## src/sv/ptt_pkg.sv

```systemverilog
// Package for the periodic task timer table: command, mode and register codes,
// request and result payload types, and the control bundles between modules.
// No dependencies.
`default_nettype none
package ptt_pkg;

  localparam int NUM_TASKS_DEF = 8;

  localparam int CMD_W   = 3;
  localparam int TIDX_W  = 3;
  localparam int CODE_W  = 16;
  localparam int DELAY_W = 32;
  localparam int IVAL_W  = 16;
  localparam int TICK_W  = 64;
  localparam int WIV_W   = 32;
  localparam int CFG_IDX_W = 1;
  localparam int CFG_DATA_W = 64;

  localparam logic [CMD_W-1:0] CMD_TICK  = 3'd0;
  localparam logic [CMD_W-1:0] CMD_POST  = 3'd1;
  localparam logic [CMD_W-1:0] CMD_GET   = 3'd2;
  localparam logic [CMD_W-1:0] CMD_TAKE  = 3'd3;
  localparam logic [CMD_W-1:0] CMD_LOAD  = 3'd4;
  localparam logic [CMD_W-1:0] CMD_MODE  = 3'd5;

  localparam logic [1:0] MODE_FAST_RUN = 2'd0;
  localparam logic [1:0] MODE_SLOW_REQ = 2'd1;
  localparam logic [1:0] MODE_FAST_REQ = 2'd2;
  localparam logic [1:0] MODE_SLOW_RUN = 2'd3;

  localparam logic [CFG_IDX_W-1:0] CFG_WAKE_START    = 1'd0;
  localparam logic [CFG_IDX_W-1:0] CFG_WAKE_INTERVAL = 1'd1;

  localparam logic [TICK_W-1:0] FAST_STEP = 64'd5;
  localparam logic [TICK_W-1:0] SLOW_STEP = 64'd1000;

  typedef struct packed {
    logic [CMD_W-1:0]   command;
    logic [TIDX_W-1:0]  task_index;
    logic [CODE_W-1:0]  event_code;
    logic [DELAY_W-1:0] delay;
    logic [IVAL_W-1:0]  interval_value;
    logic               mode_request;
  } ptt_in_t;

  typedef struct packed {
    logic              ok;
    logic [CODE_W-1:0] event_out;
    logic              wake;
    logic              slow_period;
    logic [TICK_W-1:0] tick_now;
  } ptt_out_t;

  typedef struct packed {
    logic              load_en;
    logic              take_en;
    logic [TIDX_W-1:0] idx;
    logic [IVAL_W-1:0] ival;
  } ptt_tbl_ctrl_t;

  typedef struct packed {
    logic               post_en;
    logic               clear_en;
    logic [TIDX_W-1:0]  idx;
    logic [CODE_W-1:0]  code;
    logic [TICK_W-1:0]  start;
    logic [DELAY_W-1:0] delay;
  } ptt_mbx_ctrl_t;

endpackage
`default_nettype wire

```

## src/sv/ptt_in_if.sv

```systemverilog
// Request channel interface: valid, ready and the request payload.
// Depends on ptt_pkg.
`default_nettype none
interface ptt_in_if import ptt_pkg::*; ();
  logic    valid;
  logic    ready;
  ptt_in_t data;
  modport source(output valid, output data, input ready);
  modport sink(input valid, input data, output ready);
endinterface
`default_nettype wire

```

## src/sv/ptt_out_if.sv

```systemverilog
// Result channel interface: valid, ready and the result payload.
// Depends on ptt_pkg.
`default_nettype none
interface ptt_out_if import ptt_pkg::*; ();
  logic     valid;
  logic     ready;
  ptt_out_t data;
  modport source(output valid, output data, input ready);
  modport sink(input valid, input data, output ready);
endinterface
`default_nettype wire

```

## src/sv/ptt_addsub.sv

```systemverilog
// Shared 64-bit add/subtract unit with carry out, used for decrements,
// tick advance and all elapsed-time compares. Depends on ptt_pkg.
`default_nettype none
module ptt_addsub import ptt_pkg::*; (
  input  wire logic [TICK_W-1:0] a,
  input  wire logic [TICK_W-1:0] b,
  input  wire logic              sub,
  output logic      [TICK_W-1:0] sum,
  output logic                   carry
);
  logic [TICK_W:0] full;

  always_comb begin
    full  = {1'b0, a} + {1'b0, (sub ? ~b : b)} + {{TICK_W{1'b0}}, sub};
    sum   = full[TICK_W-1:0];
    carry = full[TICK_W];
  end
endmodule
`default_nettype wire

```

## src/sv/ptt_task_table.sv

```systemverilog
// Task table: countdowns, reload intervals, present and run flags, walked one
// entry per cycle on a tick. Depends on ptt_pkg.
`default_nettype none
module ptt_task_table import ptt_pkg::*; #(
  parameter int NUM_TASKS = NUM_TASKS_DEF,
  parameter int TASK_W    = (NUM_TASKS > 1) ? $clog2(NUM_TASKS) : 1
) (
  input  wire logic              clk,
  input  wire logic              rst_n,
  input  wire logic              walk_en,
  input  wire logic [TASK_W-1:0] walk_idx,
  input  wire logic [IVAL_W-1:0] dec_val,
  input  wire ptt_tbl_ctrl_t     ctrl,
  output logic      [IVAL_W-1:0] walk_cnt,
  output logic                   take_ok
);
  logic [IVAL_W-1:0] count_r  [NUM_TASKS];
  logic [IVAL_W-1:0] reload_r [NUM_TASKS];
  logic [NUM_TASKS-1:0] present_r;
  logic [NUM_TASKS-1:0] run_r;
  logic [TASK_W-1:0] tix;

  always_comb begin
    tix      = TASK_W'(ctrl.idx);
    walk_cnt = count_r[walk_idx];
    take_ok  = run_r[tix] & present_r[tix];
  end

  always_ff @(posedge clk) begin
    if (!rst_n) begin
      for (int i = 0; i < NUM_TASKS; i++) begin
        count_r[i]  <= '0;
        reload_r[i] <= '0;
      end
      present_r <= '0;
      run_r     <= '0;
    end else begin
      if (walk_en) begin
        if (walk_cnt == '0) begin
          count_r[walk_idx] <= reload_r[walk_idx];
          run_r[walk_idx]   <= 1'b1;
        end else begin
          count_r[walk_idx] <= dec_val;
        end
      end
      if (ctrl.load_en) begin
        reload_r[tix]  <= ctrl.ival;
        present_r[tix] <= 1'b1;
      end
      if (ctrl.take_en) begin
        run_r[tix] <= 1'b0;
      end
    end
  end
endmodule
`default_nettype wire

```

## src/sv/ptt_mailbox.sv

```systemverilog
// Per-task one-entry event mailboxes: pending flags with reset, and event
// code, start tick and delay stores without reset. Depends on ptt_pkg.
`default_nettype none
module ptt_mailbox import ptt_pkg::*; #(
  parameter int NUM_TASKS = NUM_TASKS_DEF,
  parameter int TASK_W    = (NUM_TASKS > 1) ? $clog2(NUM_TASKS) : 1
) (
  input  wire logic               clk,
  input  wire logic               rst_n,
  input  wire ptt_mbx_ctrl_t      ctrl,
  output logic                    pending,
  output logic      [CODE_W-1:0]  value,
  output logic      [TICK_W-1:0]  start,
  output logic      [DELAY_W-1:0] delay
);
  logic [NUM_TASKS-1:0] pend_r;
  logic [CODE_W-1:0]    value_r [NUM_TASKS];
  logic [TICK_W-1:0]    start_r [NUM_TASKS];
  logic [DELAY_W-1:0]   delay_r [NUM_TASKS];
  logic [TASK_W-1:0]    tix;

  always_comb begin
    tix     = TASK_W'(ctrl.idx);
    pending = pend_r[tix];
    value   = value_r[tix];
    start   = start_r[tix];
    delay   = delay_r[tix];
  end

  always_ff @(posedge clk) begin
    if (!rst_n) begin
      pend_r <= '0;
    end else if (ctrl.post_en) begin
      pend_r[tix] <= 1'b1;
    end else if (ctrl.clear_en) begin
      pend_r[tix] <= 1'b0;
    end
  end

  always_ff @(posedge clk) begin
    if (ctrl.post_en) begin
      value_r[tix] <= ctrl.code;
      start_r[tix] <= ctrl.start;
      delay_r[tix] <= ctrl.delay;
    end
  end
endmodule
`default_nettype wire

```

## src/sv/periodic_task_timer_table.sv

```systemverilog
// Periodic task timer table: a tick walks every task entry, one per cycle,
// through one shared 64-bit add/subtract unit under a small sequencer.
// A tick walks the table, then advances the tick counter and, in the slow period,
// checks the wake window; get event adds a delay compare when its mailbox holds one.
// One request at a time; ready returns in the same cycle that the result is registered.
// Synchronous active-low reset clears the task table, mailbox pending flags, counter and mode.
`default_nettype none
module periodic_task_timer_table import ptt_pkg::*; #(
  parameter int NUM_TASKS = NUM_TASKS_DEF
) (
  input  wire logic                  clk,
  input  wire logic                  rst_n,
  ptt_in_if.sink                     in_ch,
  ptt_out_if.source                  out_ch,
  input  wire logic                  cfg_we,
  input  wire logic [CFG_IDX_W-1:0]  cfg_index,
  input  wire logic [CFG_DATA_W-1:0] cfg_wdata
);
  localparam int TASK_W = (NUM_TASKS > 1) ? $clog2(NUM_TASKS) : 1;

  localparam logic [3:0] S_IDLE  = 4'd0;
  localparam logic [3:0] S_EXEC  = 4'd1;
  localparam logic [3:0] S_WALK  = 4'd2;
  localparam logic [3:0] S_TADD  = 4'd3;
  localparam logic [3:0] S_WAKE1 = 4'd4;
  localparam logic [3:0] S_WAKE2 = 4'd5;
  localparam logic [3:0] S_GET2  = 4'd6;
  localparam logic [3:0] S_DONE  = 4'd7;

  logic [3:0]          state_r, state_nxt;
  ptt_in_t             req_r, req_nxt;
  logic [TICK_W-1:0]   tick_r, tick_nxt;
  logic [1:0]          mode_r, mode_nxt;
  logic [TICK_W-1:0]   wstart_r;
  logic [WIV_W-1:0]    wiv_r;
  logic [TICK_W-1:0]   acc_r, acc_nxt;
  logic [TASK_W-1:0]   walk_r, walk_nxt;
  logic                ok_r, ok_nxt;
  logic [CODE_W-1:0]   ev_r, ev_nxt;
  logic                wake_r, wake_nxt;
  logic                out_valid_r, out_valid_nxt;
  ptt_out_t            out_r, out_nxt;

  logic [TICK_W-1:0]   alu_a, alu_b, alu_sum;
  logic                alu_sub, alu_carry;
  logic                walk_en;
  logic [IVAL_W-1:0]   walk_cnt;
  logic                take_ok;
  ptt_tbl_ctrl_t       tbl_ctrl;
  ptt_mbx_ctrl_t       mbx_ctrl;
  logic                mbx_pending;
  logic [CODE_W-1:0]   mbx_value;
  logic [TICK_W-1:0]   mbx_start;
  logic [DELAY_W-1:0]  mbx_delay;
  logic                tvalid;

  ptt_addsub u_alu (
    .a     (alu_a),
    .b     (alu_b),
    .sub   (alu_sub),
    .sum   (alu_sum),
    .carry (alu_carry)
  );

  ptt_task_table #(.NUM_TASKS(NUM_TASKS), .TASK_W(TASK_W)) u_table (
    .clk      (clk),
    .rst_n    (rst_n),
    .walk_en  (walk_en),
    .walk_idx (walk_r),
    .dec_val  (alu_sum[IVAL_W-1:0]),
    .ctrl     (tbl_ctrl),
    .walk_cnt (walk_cnt),
    .take_ok  (take_ok)
  );

  ptt_mailbox #(.NUM_TASKS(NUM_TASKS), .TASK_W(TASK_W)) u_mbx (
    .clk     (clk),
    .rst_n   (rst_n),
    .ctrl    (mbx_ctrl),
    .pending (mbx_pending),
    .value   (mbx_value),
    .start   (mbx_start),
    .delay   (mbx_delay)
  );

  assign in_ch.ready  = (state_r == S_IDLE);
  assign out_ch.valid = out_valid_r;
  assign out_ch.data  = out_r;

  always_comb begin
    state_nxt     = state_r;
    req_nxt       = req_r;
    tick_nxt      = tick_r;
    mode_nxt      = mode_r;
    acc_nxt       = acc_r;
    walk_nxt      = walk_r;
    ok_nxt        = ok_r;
    ev_nxt        = ev_r;
    wake_nxt      = wake_r;
    out_valid_nxt = out_valid_r;
    out_nxt       = out_r;
    alu_a         = '0;
    alu_b         = '0;
    alu_sub       = 1'b0;
    walk_en       = 1'b0;
    tvalid        = (32'(req_r.task_index) < 32'(NUM_TASKS));

    tbl_ctrl          = '0;
    tbl_ctrl.idx      = req_r.task_index;
    tbl_ctrl.ival     = req_r.interval_value;
    mbx_ctrl          = '0;
    mbx_ctrl.idx      = req_r.task_index;
    mbx_ctrl.code     = req_r.event_code;
    mbx_ctrl.start    = tick_r;
    mbx_ctrl.delay    = req_r.delay;

    if (out_valid_r && out_ch.ready) begin
      out_valid_nxt = 1'b0;
    end

    case (state_r)
      S_IDLE: begin
        if (in_ch.valid) begin
          req_nxt   = in_ch.data;
          ok_nxt    = 1'b0;
          ev_nxt    = '0;
          wake_nxt  = 1'b0;
          state_nxt = S_EXEC;
        end
      end
      S_EXEC: begin
        state_nxt = S_DONE;
        case (req_r.command)
          CMD_TICK: begin
            walk_nxt  = '0;
            state_nxt = S_WALK;
          end
          CMD_POST: begin
            mbx_ctrl.post_en = tvalid;
            ok_nxt           = tvalid;
          end
          CMD_GET: begin
            alu_a   = tick_r;
            alu_b   = mbx_start;
            alu_sub = 1'b1;
            acc_nxt = alu_sum;
            if (tvalid && mbx_pending) begin
              state_nxt = S_GET2;
            end
          end
          CMD_TAKE: begin
            tbl_ctrl.take_en = tvalid && take_ok;
            ok_nxt           = tvalid && take_ok;
          end
          CMD_LOAD: begin
            tbl_ctrl.load_en = tvalid;
          end
          CMD_MODE: begin
            if (req_r.mode_request) begin
              if (mode_r == MODE_FAST_RUN) begin
                mode_nxt = MODE_SLOW_REQ;
              end else if (mode_r == MODE_FAST_REQ) begin
                mode_nxt = MODE_SLOW_RUN;
              end
            end else begin
              if (mode_r == MODE_SLOW_RUN) begin
                mode_nxt = MODE_FAST_REQ;
              end else if (mode_r == MODE_SLOW_REQ) begin
                mode_nxt = MODE_FAST_RUN;
              end
            end
          end
          default: begin
          end
        endcase
      end
      S_WALK: begin
        alu_a   = TICK_W'(walk_cnt);
        alu_b   = TICK_W'(1);
        alu_sub = 1'b1;
        walk_en = 1'b1;
        walk_nxt = walk_r + 1'b1;
        if (walk_r == TASK_W'(NUM_TASKS - 1)) begin
          state_nxt = S_TADD;
        end
      end
      S_TADD: begin
        alu_a    = tick_r;
        tick_nxt = alu_sum;
        case (mode_r)
          MODE_FAST_REQ: begin
            alu_b     = SLOW_STEP;
            mode_nxt  = MODE_FAST_RUN;
            state_nxt = S_WAKE1;
          end
          MODE_SLOW_RUN: begin
            alu_b     = SLOW_STEP;
            state_nxt = S_WAKE1;
          end
          MODE_SLOW_REQ: begin
            alu_b     = FAST_STEP;
            mode_nxt  = MODE_SLOW_RUN;
            state_nxt = S_DONE;
          end
          default: begin
            alu_b     = FAST_STEP;
            mode_nxt  = MODE_FAST_RUN;
            state_nxt = S_DONE;
          end
        endcase
      end
      S_WAKE1: begin
        alu_a     = tick_r;
        alu_b     = wstart_r;
        alu_sub   = 1'b1;
        acc_nxt   = alu_sum;
        state_nxt = S_WAKE2;
      end
      S_WAKE2: begin
        alu_a     = TICK_W'(wiv_r);
        alu_b     = acc_r;
        alu_sub   = 1'b1;
        wake_nxt  = ~alu_carry;
        state_nxt = S_DONE;
      end
      S_GET2: begin
        alu_a   = acc_r;
        alu_b   = TICK_W'(mbx_delay);
        alu_sub = 1'b1;
        if (alu_carry) begin
          ok_nxt            = 1'b1;
          ev_nxt            = mbx_value;
          mbx_ctrl.clear_en = 1'b1;
        end
        state_nxt = S_DONE;
      end
      S_DONE: begin
        if (!out_valid_r || out_ch.ready) begin
          out_valid_nxt       = 1'b1;
          out_nxt.ok          = ok_r;
          out_nxt.event_out   = ev_r;
          out_nxt.wake        = wake_r;
          out_nxt.slow_period = (mode_r == MODE_SLOW_RUN) || (mode_r == MODE_FAST_REQ);
          out_nxt.tick_now    = tick_r;
          state_nxt           = S_IDLE;
        end
      end
      default: begin
        state_nxt = S_IDLE;
      end
    endcase
  end

  always_ff @(posedge clk) begin
    if (!rst_n) begin
      state_r     <= S_IDLE;
      tick_r      <= '0;
      mode_r      <= MODE_FAST_RUN;
      wstart_r    <= '0;
      wiv_r       <= '0;
      walk_r      <= '0;
      out_valid_r <= 1'b0;
    end else begin
      state_r     <= state_nxt;
      tick_r      <= tick_nxt;
      mode_r      <= mode_nxt;
      walk_r      <= walk_nxt;
      out_valid_r <= out_valid_nxt;
      if (cfg_we) begin
        case (cfg_index)
          CFG_WAKE_START:    wstart_r <= cfg_wdata;
          CFG_WAKE_INTERVAL: wiv_r    <= cfg_wdata[WIV_W-1:0];
          default: begin
          end
        endcase
      end
    end
  end

  always_ff @(posedge clk) begin
    req_r  <= req_nxt;
    acc_r  <= acc_nxt;
    ok_r   <= ok_nxt;
    ev_r   <= ev_nxt;
    wake_r <= wake_nxt;
    out_r  <= out_nxt;
  end
endmodule
`default_nettype wire

```

## src/flat_wrapper.sv

```systemverilog
// flat-port wrapper written by rule: the top's interface ports become plain ports
module periodic_task_timer_table_flat import ptt_pkg::*;
#(
  parameter int NUM_TASKS = NUM_TASKS_DEF
)
  (clk, rst_n, cfg_we, cfg_index, cfg_wdata, in_ch_valid, in_ch_data, in_ch_ready, out_ch_valid, out_ch_data, out_ch_ready);
  ptt_in_if in_ch_i ();
  ptt_out_if out_ch_i ();
  input  wire logic clk;
  input  wire logic rst_n;
  input  wire logic cfg_we;
  input  wire logic [CFG_IDX_W-1:0] cfg_index;
  input  wire logic [CFG_DATA_W-1:0] cfg_wdata;
  input wire logic [$bits(in_ch_i.valid)-1:0] in_ch_valid;
  input wire logic [$bits(in_ch_i.data)-1:0] in_ch_data;
  output wire logic [$bits(in_ch_i.ready)-1:0] in_ch_ready;
  output wire logic [$bits(out_ch_i.valid)-1:0] out_ch_valid;
  output wire logic [$bits(out_ch_i.data)-1:0] out_ch_data;
  input wire logic [$bits(out_ch_i.ready)-1:0] out_ch_ready;
  assign in_ch_i.valid = in_ch_valid;
  assign in_ch_i.data = in_ch_data;
  assign in_ch_ready = in_ch_i.ready;
  assign out_ch_valid = out_ch_i.valid;
  assign out_ch_data = out_ch_i.data;
  assign out_ch_i.ready = out_ch_ready;
  periodic_task_timer_table #(.NUM_TASKS(NUM_TASKS)) u_core (.clk(clk), .rst_n(rst_n), .in_ch(in_ch_i), .out_ch(out_ch_i), .cfg_we(cfg_we), .cfg_index(cfg_index), .cfg_wdata(cfg_wdata));
endmodule
```

## config.mk

```make
export PLATFORM = sky130hd
export DESIGN_NAME = periodic_task_timer_table_flat
export DESIGN_NICKNAME = d
export VERILOG_FILES = /design/src/sv/ptt_pkg.sv /design/src/sv/ptt_in_if.sv /design/src/sv/ptt_out_if.sv /design/src/sv/ptt_addsub.sv /design/src/sv/ptt_task_table.sv /design/src/sv/ptt_mailbox.sv /design/src/sv/periodic_task_timer_table.sv /design/src/flat_wrapper.sv
export SDC_FILE = /design/constraint.sdc
export NUM_CORES = 2
export LEC_CHECK = 0
export BUFFER_PORTS_ARGS = -buffer_cell sky130_fd_sc_hd__buf_2
export CAP_MARGIN = 20
export CORE_ASPECT_RATIO = 1.5
export CORE_MARGIN = 5
export CORE_UTILIZATION = 60
export DETAILED_ROUTE_END_ITERATION = 12
export PLACE_DENSITY = 0.77
export SLEW_MARGIN = 0
export SYNTH_ARGS = -nofsm -noshare
export SYNTH_HDL_FRONTEND = slang
export SYNTH_SLANG_ARGS = --single-unit
```

## constraint.sdc

```tcl
create_clock -name clk -period 18.6 [get_ports clk]
set_input_delay 2.79 -clock clk [delete_from_list [all_inputs] [get_ports clk]]
set_output_delay 2.79 -clock clk [all_outputs]
set_load 0.01 [all_outputs]
```

After elaboration in Yosys (flattened, before gate mapping)
Memories as Yosys holds them, arrays and structs flattened. A register that Yosys moved wholly into a read port is not among the register bits. Index checks and enable logic that the tools add are counted.

RAM bits: 1152. Memories: 5. Bits of input ports: 141. Logic and storage cells: 199. Output and inout bits: 85. Bits in registers: 430.

Memories: u_core.u_mbx.start_r (words 8, width 64, rd ports 1, clocked after memory_dff 1, wr ports 1, RTL line ptt_mailbox.sv:18) `logic [TICK_W-1:0] start_r [NUM_TASKS];`; u_core.u_mbx.delay_r (words 8, width 32, rd ports 1, clocked after memory_dff 1, wr ports 1, RTL line ptt_mailbox.sv:19) `logic [DELAY_W-1:0] delay_r [NUM_TASKS];`; u_core.u_mbx.value_r (words 8, width 16, rd ports 1, clocked after memory_dff 1, wr ports 1, RTL line ptt_mailbox.sv:17) `logic [CODE_W-1:0] value_r [NUM_TASKS];`; u_core.u_table.count_r (words 8, width 16, rd ports 1, clocked after memory_dff 1, wr ports 8, RTL line ptt_task_table.sv:17) `logic [IVAL_W-1:0] count_r [NUM_TASKS];`; u_core.u_table.reload_r (words 8, width 16, rd ports 1, clocked after memory_dff 1, wr ports 8, RTL line ptt_task_table.sv:18) `logic [IVAL_W-1:0] reload_r [NUM_TASKS];`.

Magnitude comparators: 4. Reductions and logical operators: 34. Bitwise operators: 11. Muxes and demuxes: 90. Eq/ne operators: 27. Add/sub/neg operators: 3.

Operator list (count): $pmux W64 S6 (1); $pmux W64 S5 (1); $mux W64 (4); $pmux W64 S2 (1); $mux W16 (5); $add A64 B64 Y65 (1); $add A65 B1 Y65 (1); $not A64 Y64 (1); $mux W8 (6); $mux W1 (35); $pmux W16 S2 (1); $reduce_or A16 Y1 (2); $mux W3 (10); $pmux W4 S7 (1); $or A8 B8 Y8 (3); $and A8 B8 Y8 (2); $eq A4 B3 Y1 const B (4); $logic_not A16 Y1 (1); $mux W2 (8); $reduce_and A2 Y1 (7); $mux W4 (3); $ne A2 B2 Y1 const B (6); $reduce_bool A2 Y1 (6); $mux W10 (1); other kinds (37) (58).

Depth between registers and ports, before layout
Word-level depth: 12. Mapped depth: 19. Gate-level depth less buffers: 17.

By module
From an unflattened synthesis, not the netlist that was laid out.

Cells, all modules: 4361. Area, all modules: 67930.2 µm².

Modules (own cells, without submodules): ptt_mailbox (times used 1, sequential area each 27066.0 µm², area an instance 34095.2 µm², cells each 1340); periodic_task_timer_table (times used 1, sequential area each 10470.0 µm², area an instance 16179.3 µm², cells each 1392); ptt_task_table (times used 1, sequential area each 8007.7 µm², area an instance 13127.6 µm², cells each 993); ptt_addsub (times used 1, sequential area each 0.0 µm², area an instance 4528.1 µm², cells each 636).

Worst setup path before layout
OpenSTA, ideal clock, no wires.

Kind: input -> register. Start: in out_ch_ready. End: reg u_core.out_r (netlist bit u_core.out_ch.data[0]) (enable). Required time: 18.073 ns. Buffers on the path: 0. Slack: 11.727 ns. Setup time: 0.527 ns. Arrival time: 6.346 ns. Cell stages on the path: 2. Cells stage by stage: nor2b_1 > nor2_1.

Longest elaborated chain between the ends: 2.

Ends and longest elaborated chain: start, declared (RTL line flat_wrapper.sv:19) `input wire logic [$bits(out_ch_i.ready)-1:0] out_ch_ready;`; $logic_or A1 B1 Y1 (RTL line periodic_task_timer_table.sv:238) `if (!out_valid_r || out_ch.ready) begin`; $reduce_and A2 Y1 (no source line); end signal, assigned (RTL line periodic_task_timer_table.sv:286) `out_r <= out_nxt;`; end, declared (RTL line periodic_task_timer_table.sv:42) `ptt_out_t out_r, out_nxt;`.

No other way between the ends. A chain may end at the register's enable or synchronous reset.

==> run summary <==
outcome = complete, no violations
syn_nets = 4362
Clock transition at path regs = 0.06 ns
Place WS = 10.71 ns
fillers = 7251
worst setup margin = 10.80 ns
post-synth cell types = 72
Worst EP required = 19.00 ns
Max FO, Critical Path = 40
initial DRC count = 4857
DR WL/cell = 28.07 um
Endpoint, Worst Hold = u_core.out_ch.data[74]
core area = 0.1085 sq mm
antenna viol nets, final = 0
PortBufs = 225
gr ovfl total = 0
sequential-to-total area share from yosys stat = 69.64%
Slew Limit Fails = 0
Die Ht = 414.9 um
Layout area overhead = 11.42%
placed cells = 5597
Initial Util = 60.42%
Post-Syn Area = 0.06557 sq mm
asr flop ratio synth = 0%
share of cells above drive strength 1 = 19.29%
drt total wl = 164800 um
Yosys Warn Count = 0
CTS root buf = clkbuf_16
Final Core Density = 67.33%
Sink Count = 1587
flop-to-flop setup slack = 10.80 ns
boundary pin count = 226
initial antenna violation count = 3
number of synthesized register bits = 1587
# rows = 148
critical path endpoint category = register
Seq. cell area = 0.04568 sq mm
synthesized area per cell = 15.78 sq um
PD cells = 108.3 mW/mm^2
measured slew at the worst slew-check pin = 1.142 ns
Multi-input gate area = 0.01892 sq mm
Setup Fix Bufs, Post-CTS = 0
number of global-route vias before repair = 38790
fmax = 0.1282 GHz
worst hold start = u_core.ev_r[8]
Post-CTS Hold Buffers = 0
clock tree buffer depth = 3
DP HPWL = 97850 um
Post-Layout Cell Count = 5869
relative slew slack = 23.68%
type of origin of the critical path = register
width of the die = 279.9 um
Hold Crit Class = register to register
die area = 0.1161 sq mm
via count = 38800
Final Critical Period = 7.803 ns
Setup CP Type = register to register
vias per cell = 6.610
Nets = 4532
global-route wire length before repair = 244500 um
Inserted Clock Buffers = 145
worst hold path depth = 0
Worst Hold Slack = 0.4168 ns
Clock Skews = 0.03902 ns
PostCTS Resize Cnt = 0
Static Leakage = 0.02546 uW
DRT Pass-1 Iters = 9
RR Endpoint = u_core.ev_r[2]
unrepaired setup endpoints after global routing = no
endpoints failing hold = 0
period utilisation layout = 41.95%
Synth Instances = 4155
Post-synth EDFFs = 1388
crit path DAT = 8.20 ns
Primary FF master, synth = edfxtp_1
largest net degree at the start of global routing = 114
worst vdd ir = 0.08872 mV
overall global routing resource usage = 28.02%
GPL Wtd Cong = 0.9341
Max H-tree Level = 4
worst skew pair latency = 0.79 ns
TNS Setup = 0 ns
CTS tree = done
Reg2Reg Depth = 17
Max-Cap Viols = 0
Final Setup Violations = 0
DRC errors left = 0
-- power by group --
group          switching, uW  internal [uW]  leakage, uW  total [uW]
logic                    499            319      0.00825         818
clock network           1310           1710      0.00233        3020
registers               97.3           3970       0.0149        4070
total                   1900           6010       0.0255        7910
-- cells in the mapped netlist, drive strengths merged (60+ instances only) --
| cell | n | area [sq um] |
|---|---|---|
| a21oi | 242 | 1211 |
| and2 | 147 | 919.6 |
| buf | 60 | 241.5 |
| clkbuf | 206 | 773.2 |
| dfxtp | 199 | 3984 |
| edfxtp | 1388 | 41680 |
| ha | 65 | 813.3 |
| mux2i | 152 | 1521 |
| mux4 | 288 | 6486 |
| nand2 | 344 | 1291 |
| nor2 | 280 | 1051 |
| o21ai | 106 | 530.5 |
-- routing by layer --
metal | share of wire [%] | GRT usage, %
met1 | 37 | 37.48
met2 | 49 | 45.91
met3 | 9.2 | 5.394
met4 | 4.6 | 11.46
met5 | 0 | 0
-- cell families after synthesis --
logic type / count (synthesis) / share of synthesized area, %
buf+inv: 302 / 1.754
fa+ha+maj: 66 / 1.271
xor+xnor: 60 / 0.8015
flops: 1587 / 69.64
simple gates: 972 / 6.847
mux: 446 / 12.32
compound gates: 722 / 7.368
-- through the flow --
step                      area, sq um  total power [uW]
after detailed placement        68140              4947
final                           73060              7909
after floorplan                 65570              4678
after CTS                       72950              7927
after global placement          68090              4928
after global routing            73060              8152
-- cells in the final DEF, fill, tap and decap left out, drive strengths merged, types with 17 or more instances in the layout --
master	count
clkbuf	199
nand3	43
a21o	45
nand2	344
a21oi	242
nor2	280
a222oi	31
mux4	288
ha	65
nor3	20
nor2b	17
inv	44
a221oi	41
a22o	38
edfxtp	1388
a221o	32
and2	147
xnor2	42
and3	23
xor2	18
nand4	32
clkinv	39
o21a	45
mux2i	152
buf	289
o22ai	32
o21ai	106
o21bai	18
dfxtp	199
-- worst max-delay path, stage by stage (launching register included) --
cell,delay [ns]
dfxtp_4,0.62
buf_4,0.71
buf_4,0.70
buf_4,0.58
mux4_2,0.57
mux2i_1,0.22
o22ai_1,0.20
nor2_1,0.17
ha_1,0.26
and3_1,0.28
nand3_1,0.26
nor4_1,0.38
o211ai_1,0.21
nand3b_1,0.30
o211ai_1,0.17
a21oi_1,0.78
inv_1,0.15
nand2_1,0.75
-- state kept, by name, indices dropped and copies added, names as in the netlist, 2 cells and up, named ones only --
name and count:
u_core.mode_r 2, u_core.wiv_r 32, u_core.u_mbx.start_r 512, u_core.walk_r 3
u_core.acc_r 64, u_core.state_r 3, u_core.ev_r 16, u_core.wstart_r 64
u_core.req_r 20, u_core.u_mbx.delay_r 256, u_core.tick_r 64, u_core.mbx_ctrl 51
u_core.u_table.reload_r 128, u_core.u_table.run_r 8, u_core.u_mbx.value_r 128, u_core.u_table.present_r 8
u_core.out_ch.data 83, u_core.u_table.count_r 128
-- cell type report --
type	instances	share of cell area, %
Sequential cell	1587	62.53
Multi-Input combinational cell	2266	25.89
Clock buffer	199	5.571
Tap cell	1425	2.440
Timing Repair Buffer	289	2.363
Clock inverter	66	1.012
Inverter	36	0.1901
Antenna cell	1	0.003425
-- worst max path at each step --
| stage | slack [ns] | start | cells past startpoint | to |
|---|---|---|---|---|
| final | 10.80 | register | 17 | u_core.ev_r[2] |
| after global routing | 10.19 | register | 17 | u_core.ev_r[11] |
| after CTS | 10.69 | register | 17 | u_core.ev_r[11] |
| after detailed placement | 10.71 | register | 17 | u_core.ev_r[0] |
| after global placement | 10.83 | register | 17 | u_core.ev_r[0] |
| after floorplan | 11.73 | out_ch_ready | 2 | u_core.out_ch.data[0] |
No activity file was read; power rests on OpenSTA's default activity.
